## src/hdl/aldk_pkg.sv

```systemverilog
`timescale 1ns / 1ps
// ----------------------------------------------------------------------------
// aldk_pkg
// Shared types and constants for the ADC ladder keypad decoder/debouncer.
// ----------------------------------------------------------------------------
package aldk_pkg;

  localparam int SAMPLE_W = 16;
  localparam int KEY_W    = 3;
  localparam int NUM_KEYS = 4;
  localparam int COUNT_W  = 2;
  localparam int REG_IDX_W = 3;

  typedef logic [SAMPLE_W-1:0] sample_t;
  typedef logic [KEY_W-1:0]    key_t;

  localparam key_t KEY_NONE = 3'd0;
  localparam key_t KEY_S1   = 3'd1;
  localparam key_t KEY_S2   = 3'd2;
  localparam key_t KEY_S3   = 3'd3;
  localparam key_t KEY_S4   = 3'd4;

  // operation codes
  localparam logic OP_SAMPLE  = 1'b0;
  localparam logic OP_CONSUME = 1'b1;

  // configuration register indexes
  localparam logic [REG_IDX_W-1:0] REG_S1_MAX  = 3'd0;
  localparam logic [REG_IDX_W-1:0] REG_S2_LOW  = 3'd1;
  localparam logic [REG_IDX_W-1:0] REG_S2_HIGH = 3'd2;
  localparam logic [REG_IDX_W-1:0] REG_S3_LOW  = 3'd3;
  localparam logic [REG_IDX_W-1:0] REG_S3_HIGH = 3'd4;
  localparam logic [REG_IDX_W-1:0] REG_S4_LOW  = 3'd5;
  localparam logic [REG_IDX_W-1:0] REG_S4_HIGH = 3'd6;

  localparam sample_t RST_S1_MAX  = 16'd200;
  localparam sample_t RST_S2_LOW  = 16'd17000;
  localparam sample_t RST_S2_HIGH = 16'd20000;
  localparam sample_t RST_S3_LOW  = 16'd28000;
  localparam sample_t RST_S3_HIGH = 16'd31000;
  localparam sample_t RST_S4_LOW  = 16'd46000;
  localparam sample_t RST_S4_HIGH = 16'd50000;

  typedef struct packed {
    sample_t s1_max;
    sample_t s2_low;
    sample_t s2_high;
    sample_t s3_low;
    sample_t s3_high;
    sample_t s4_low;
    sample_t s4_high;
  } win_cfg_t;

  typedef struct packed {
    key_t                decoded_key;
    key_t                pressed_key;
    logic                any_pressed;
    logic [NUM_KEYS-1:0] pending_events;
    logic                consumed_event;
  } result_t;

endpackage

```

## src/hdl/aldk_classify.sv

```systemverilog
`timescale 1ns / 1ps
// ----------------------------------------------------------------------------
// aldk_classify
// Window compare of one ADC sample against the four key windows, S1 first.
// ----------------------------------------------------------------------------
module aldk_classify (
  input  aldk_pkg::sample_t  sample,
  input  aldk_pkg::win_cfg_t win,
  output aldk_pkg::key_t     key
);
  import aldk_pkg::*;

  always_comb begin
    if (sample <= win.s1_max) begin
      key = KEY_S1;
    end else if (sample >= win.s2_low && sample <= win.s2_high) begin
      key = KEY_S2;
    end else if (sample >= win.s3_low && sample <= win.s3_high) begin
      key = KEY_S3;
    end else if (sample >= win.s4_low && sample <= win.s4_high) begin
      key = KEY_S4;
    end else begin
      key = KEY_NONE;
    end
  end

endmodule

```

## src/hdl/aldk_core.sv

```systemverilog
`timescale 1ns / 1ps
// ----------------------------------------------------------------------------
// aldk_core
// Debounce state, confirmed key and sticky event flags; builds one result.
// ----------------------------------------------------------------------------
module aldk_core #(
  parameter int CONFIRM_CAP = 2
) (
  input  logic                  clk,
  input  logic                  rst,
  input  logic                  step,
  input  logic                  op,
  input  aldk_pkg::key_t        key,
  input  logic [1:0]            consume_key,
  output aldk_pkg::result_t     result
);
  import aldk_pkg::*;

  localparam logic [COUNT_W-1:0] CAP = COUNT_W'(CONFIRM_CAP);

  key_t                candidate_key, candidate_key_next;
  logic [COUNT_W-1:0]  confirm_count, confirm_count_next;
  key_t                last_key, last_key_next;
  logic [NUM_KEYS-1:0] event_flags, event_flags_next;
  logic                consumed;

  always_comb begin
    candidate_key_next = candidate_key;
    confirm_count_next = confirm_count;
    last_key_next      = last_key;
    event_flags_next   = event_flags;
    consumed           = 1'b0;
    if (op == OP_SAMPLE) begin
      if (key != candidate_key) begin
        candidate_key_next = key;
        confirm_count_next = '0;
      end else begin
        if (confirm_count < CAP) begin
          confirm_count_next = confirm_count + 1'b1;
        end
        if (confirm_count_next != '0 && key != last_key) begin
          last_key_next = key;
          if (key != KEY_NONE) begin
            event_flags_next[2'(key - 1'b1)] = 1'b1;
          end
        end
      end
    end else begin
      consumed                      = event_flags[consume_key];
      event_flags_next[consume_key] = 1'b0;
    end
  end

  always_ff @(posedge clk) begin
    if (rst) begin
      candidate_key <= KEY_NONE;
      confirm_count <= '0;
      last_key      <= KEY_NONE;
      event_flags   <= '0;
    end else if (step) begin
      candidate_key <= candidate_key_next;
      confirm_count <= confirm_count_next;
      last_key      <= last_key_next;
      event_flags   <= event_flags_next;
    end
  end

  always_comb begin
    result.decoded_key    = (op == OP_SAMPLE) ? key : KEY_NONE;
    result.pressed_key    = last_key_next;
    result.any_pressed    = (last_key_next != KEY_NONE);
    result.pending_events = event_flags_next;
    result.consumed_event = consumed;
  end

endmodule

```

## src/hdl/adc_ladder_key_debounce.sv

```systemverilog
`timescale 1ns / 1ps
// ----------------------------------------------------------------------------
// adc_ladder_key_debounce
// Resistor-ladder keypad decoder with debounce and sticky key events.
// ----------------------------------------------------------------------------
// One transaction in gives one transaction out. An item passes an input
// register, then window decode and debounce update combinationally into the
// result register; one item per cycle is sustained while the output is not
// stalled. The input register holds one more item while a result waits.
// A key is confirmed after it is seen on two consecutive samples
// (CONFIRM_CAP sets the saturating count, 1 to 3). Configuration writes
// take effect on the next cycle and are meant to happen while idle.
// ----------------------------------------------------------------------------
module adc_ladder_key_debounce #(
  parameter int CONFIRM_CAP = 2
) (
  input  logic                               clk,
  input  logic                               rst,
  input  logic                               cfg_write,
  input  logic [aldk_pkg::REG_IDX_W-1:0]     cfg_index,
  input  logic [aldk_pkg::SAMPLE_W-1:0]      cfg_data,
  input  logic                               in_valid,
  output logic                               in_stall,
  input  logic                               op,
  input  logic [aldk_pkg::SAMPLE_W-1:0]      raw_sample,
  input  logic [1:0]                         consume_key,
  output logic                               out_valid,
  input  logic                               out_stall,
  output logic [aldk_pkg::KEY_W-1:0]         decoded_key,
  output logic [aldk_pkg::KEY_W-1:0]         pressed_key,
  output logic                               any_pressed,
  output logic [aldk_pkg::NUM_KEYS-1:0]      pending_events,
  output logic                               consumed_event
);
  import aldk_pkg::*;

  win_cfg_t win;

  logic       in_q_valid;
  logic       in_q_op;
  sample_t    in_q_sample;
  logic [1:0] in_q_key;

  logic    advance;
  logic    in_take;
  key_t    cls_key;
  result_t result;

  always_ff @(posedge clk) begin
    if (rst) begin
      win.s1_max  <= RST_S1_MAX;
      win.s2_low  <= RST_S2_LOW;
      win.s2_high <= RST_S2_HIGH;
      win.s3_low  <= RST_S3_LOW;
      win.s3_high <= RST_S3_HIGH;
      win.s4_low  <= RST_S4_LOW;
      win.s4_high <= RST_S4_HIGH;
    end else if (cfg_write) begin
      unique case (cfg_index)
        REG_S1_MAX:  win.s1_max  <= cfg_data;
        REG_S2_LOW:  win.s2_low  <= cfg_data;
        REG_S2_HIGH: win.s2_high <= cfg_data;
        REG_S3_LOW:  win.s3_low  <= cfg_data;
        REG_S3_HIGH: win.s3_high <= cfg_data;
        REG_S4_LOW:  win.s4_low  <= cfg_data;
        REG_S4_HIGH: win.s4_high <= cfg_data;
        default: ;
      endcase
    end
  end

  // stage moves when the result register is empty or being drained
  assign advance  = in_q_valid && (!out_valid || !out_stall);
  assign in_stall = in_q_valid && !advance;
  assign in_take  = in_valid && !in_stall;

  always_ff @(posedge clk) begin
    if (rst) begin
      in_q_valid <= 1'b0;
    end else if (in_take) begin
      in_q_valid <= 1'b1;
    end else if (advance) begin
      in_q_valid <= 1'b0;
    end
  end

  always_ff @(posedge clk) begin
    if (in_take) begin
      in_q_op     <= op;
      in_q_sample <= raw_sample;
      in_q_key    <= consume_key;
    end
  end

  aldk_classify u_classify (
    .sample (in_q_sample),
    .win    (win),
    .key    (cls_key)
  );

  aldk_core #(
    .CONFIRM_CAP (CONFIRM_CAP)
  ) u_core (
    .clk         (clk),
    .rst         (rst),
    .step        (advance),
    .op          (in_q_op),
    .key         (cls_key),
    .consume_key (in_q_key),
    .result      (result)
  );

  always_ff @(posedge clk) begin
    if (rst) begin
      out_valid <= 1'b0;
    end else if (advance) begin
      out_valid <= 1'b1;
    end else if (!out_stall) begin
      out_valid <= 1'b0;
    end
  end

  always_ff @(posedge clk) begin
    if (advance) begin
      decoded_key    <= result.decoded_key;
      pressed_key    <= result.pressed_key;
      any_pressed    <= result.any_pressed;
      pending_events <= result.pending_events;
      consumed_event <= result.consumed_event;
    end
  end

endmodule
```

## config.mk

```make
export PLATFORM = sky130hd
export DESIGN_NAME = adc_ladder_key_debounce
export DESIGN_NICKNAME = d
export VERILOG_FILES = /design/src/hdl/aldk_pkg.sv /design/src/hdl/aldk_classify.sv /design/src/hdl/aldk_core.sv /design/src/hdl/adc_ladder_key_debounce.sv
export SDC_FILE = /design/constraint.sdc
export NUM_CORES = 1
export LEC_CHECK = 0
export BUFFER_PORTS_ARGS = -buffer_cell sky130_fd_sc_hd__buf_4
export CAP_MARGIN = 10
export CORE_MARGIN = 2
export CORE_UTILIZATION = 40
export DETAILED_ROUTE_END_ITERATION = 10
export PLACE_DENSITY = 0.67
export SETUP_SLACK_MARGIN = 0.5
export SYNTH_ARGS = -nofsm -noshare
export SYNTH_HDL_FRONTEND = slang
export SYNTH_SLANG_ARGS = --single-unit
```

## constraint.sdc

```tcl
create_clock -name clk -period 9.1 [get_ports clk]
set_clock_uncertainty 0.15 [all_clocks]
set_input_delay 1.82 -clock clk [delete_from_list [all_inputs] [get_ports clk]]
set_output_delay 1.82 -clock clk [all_outputs]
set_load 0.05 [all_outputs]
```

==> impl_results.md <==
* Max clock buf depth at 2
* Global-route wire length before repair at 36600 um
* Adder-cell share of the synthesized area at 0.167
* Family with the most delay on the worst path: compound AO/OA/AOI/OAI gates
* Core footprint at 0.0210 mm2
* GP Congestion at 0.893
* Crit path DAT at 4.40 ns
* Die area at 0.0224 mm2
* Setup_tns at 0 ns
* Final #Nets at 1197
* I/O pin cnt at 57
* Initial antenna violation count at 0
* Synth Flop Type: dfxtp_1
* Crit Path Category: reg2reg
* Peak VDD IR at 0.000109 V
* Final Hold Vio Count at 0
* Fraction of layout cells with a size suffix above 1 at 0.0987
* FFs w/ async S/R, synth at 0
* Commonest cells post-synth: 213 x nand2_1, 126 x dfxtp_1, 118 x a21oi_1, 118 x inv_1, 113 x ha_1
* Largest net degree at the start of global routing at 85
* Die Y at 150 um
* DP HPWL at 16000 um
* Count leader, synth: nand2_1
* DR pass1 iterations at 5
* CTS Root Cell: clkbuf_16
* Worst Max-Slew Pin Slew at 1.26 ns
* Max-slew violations at 0
* Final Cycle Share at 0.484
* Final core occ at 0.465
* Clk_lat worst skew at 0.43 ns
* Hold WC Path Type: reg2reg
* Synth area leader: dfxtp_1
* Endpoint type of the worst setup path: flip-flop
* WL final at 22900 um
* Leakage at 3.99 nW
* Die width at 150 um
* # rows at 53
* CP max-delay cell: o31ai_1
* GRT overflow at 0
* CP Cell Sequence: ha_1, nand2_1, o21ai_1, a211oi_1, o31ai_1, o21ai_1, and4_1, o31ai_1, nor2_1, mux2i_1
* Largest family of logic cells by synthesized area: compound AO/OA/AOI/OAI gates
* Post-synthesis compound-gate area fraction at 0.179
* Inserted Diodes at 0
* Post-CTS sizing at 0
* CTS sink count at 157
* Final min period at 4.40 ns
* Flop-to-flop setup slack at 4.70 ns
* Detailed-route via count at 7037
* Slowest Stage Delay on Critical Path at 1.03 ns
* Yosys reg bits at 157
* Xor and xnor fraction of the mapped netlist area at 0.00295
* Total GRT Usage at 0.214
* DR vias/cell at 5.29
* Final setup vio count at 0
* Critical path peak fanout at 11
* Simple-Gate Fraction of Synth Area at 0.170
* Number of post-CTS setup repair buffers at 0
* Reg clk slew, reported paths at 0.07 ns
* Mux cell area share after synthesis at 0.00501
* Max transition margin at 0.150
* Area contributors post-synth: dfxtp_1 30%, ha_1 17%, edfxtp_1 11%
* CTS H-tree depth at 4
* Detail Route Antenna Nets at 0
* Synthesis-to-finish area growth at 14.8%
* Syn. warnings at 0
* Detailed-route DRC error count at 0
* Syn avg cell area at 8.52 um2
* Post-synth EDFFs at 31
* I/O Buffers at 56
* Status: completed
* Register area share after synthesis at 0.407
* Starting Density at 0.405
* Post-Syn Nets at 1152
* Initial DRC Count at 500
* Syn Inst Count at 996
* Vias in the first global route at 6633
* Post-synth cell types at 58
* Netlist Area Pre-Place at 0.00849 mm2
* Total CTS buffers at 17
* Setup crit start kind: flip-flop
* Critical path required time at 9.10 ns
* Post-synth top area share at 0.297
* Max_cap viols at 0
* CTS tree: built
* Power per cell area at 169 mW/mm2
* RSZ-0062 raised after global routing: no
* Wirelength per Cell at 17.2 um
* WP buf/inv at 0
* Fmax at 227 MHz
* Post-CTS Hold Fix Bufs at 0
-- layer usage --
metal  track usage  part of all wire
met4        0.0632             0.020
met3        0.0402             0.046
met2         0.342              0.46
met1         0.295              0.47
met5             0                 0
-- flip-flops by register name (all words and copies together) (netlist names) --
register	count
pending_events	4
in_q_sample	16
decoded_key	3
u_core.last_key	3
in_q_valid	1
pressed_key	3
win	112
u_core.event_flags	4
any_pressed	1
u_core.confirm_count	2
in_q_op	1
consumed_event	1
in_q_key	2
u_core.candidate_key	3
out_valid	1
-- stage by stage --
step           cells  setup WS [ns]  hold slack, ns  power (mW)  cell area, um2
2_1_floorplan    996           4.83           0.286       0.891            8490
3_3_place_gp    1297           4.80           0.292       0.964            9170
3_5_place_dp    1297           4.79           0.296       0.968            9170
4_1_cts         1329           4.79           0.305        1.66            9740
5_1_grt         1329           4.48           0.323        1.72            9740
6_report        1329           4.70           0.302        1.65            9740
-- tightest hold or removal path, delay by kind of cell (launching register included) --
| kind | cells | cell delay [ns] |
|---|---|---|
| flops | 1 | 0.31 |
| simple gates | 1 | 0.05 |
| compound gates | 1 | 0.05 |
-- final timing paths --
check / from / to / cells past startpoint
worst max register to register: in_q_sample[11] / pressed_key[1] / 10
worst max-delay path: in_q_sample[11] / pressed_key[1] / 10
worst min register to register: win[109] / win[109] / 2
worst min-delay path: win[109] / win[109] / 2
-- cells in the final DEF, fill, tap and decap left out, drive strengths merged, types with 4 or more instances in the layout --
master and n:
nand2 213, nor4 6, nand4 18, nand2b 6
a211oi 7, dfxtp 126, o31ai 6, and3 4
a221oi 4, o211ai 49, buf 63, o21ai 21
clkinv 6, nor2 26, and4 5, nand3 15
clkbuf 20, ha 113, nor3 8, edfxtp 31
nor2b 11, inv 121, a21o 12, a21oi 118
-- logic make-up (layout without fill, tap and decap cells) --
| kind of cell | after synthesis | after routing |
|---|---|---|
| AO/OA/AOI/OAI | 243 | 243 |
| XOR/XNOR | 2 | 2 |
| adder cells (fa/ha/maj) | 113 | 113 |
| buffers and inverters | 156 | 214 |
| flip-flops | 157 | 157 |
| multiplexers | 3 | 3 |
| AND/OR/NAND/NOR | 322 | 322 |
-- report_power, final --
| group | internal, mW | total [mW] | switching (mW) | leakage, nW |
|---|---|---|---|---|
| clock network | 0.394 | 0.693 | 0.299 | 0.272 |
| registers | 0.733 | 0.752 | 0.0192 | 1.32 |
| logic | 0.0735 | 0.202 | 0.128 | 2.40 |
| total | 1.20 | 1.65 | 0.446 | 3.99 |
-- cell type report --
cell class | instances | area [um2]
inverter | 119 | 447
fill | 2067 | 11200
multi-input combinational | 683 | 4450
clock inverter | 12 | 111
clock buffer | 20 | 458
timing repair buffer | 63 | 473
tap | 275 | 344
sequential | 157 | 3450
Power figures use the tool's default switching activity.
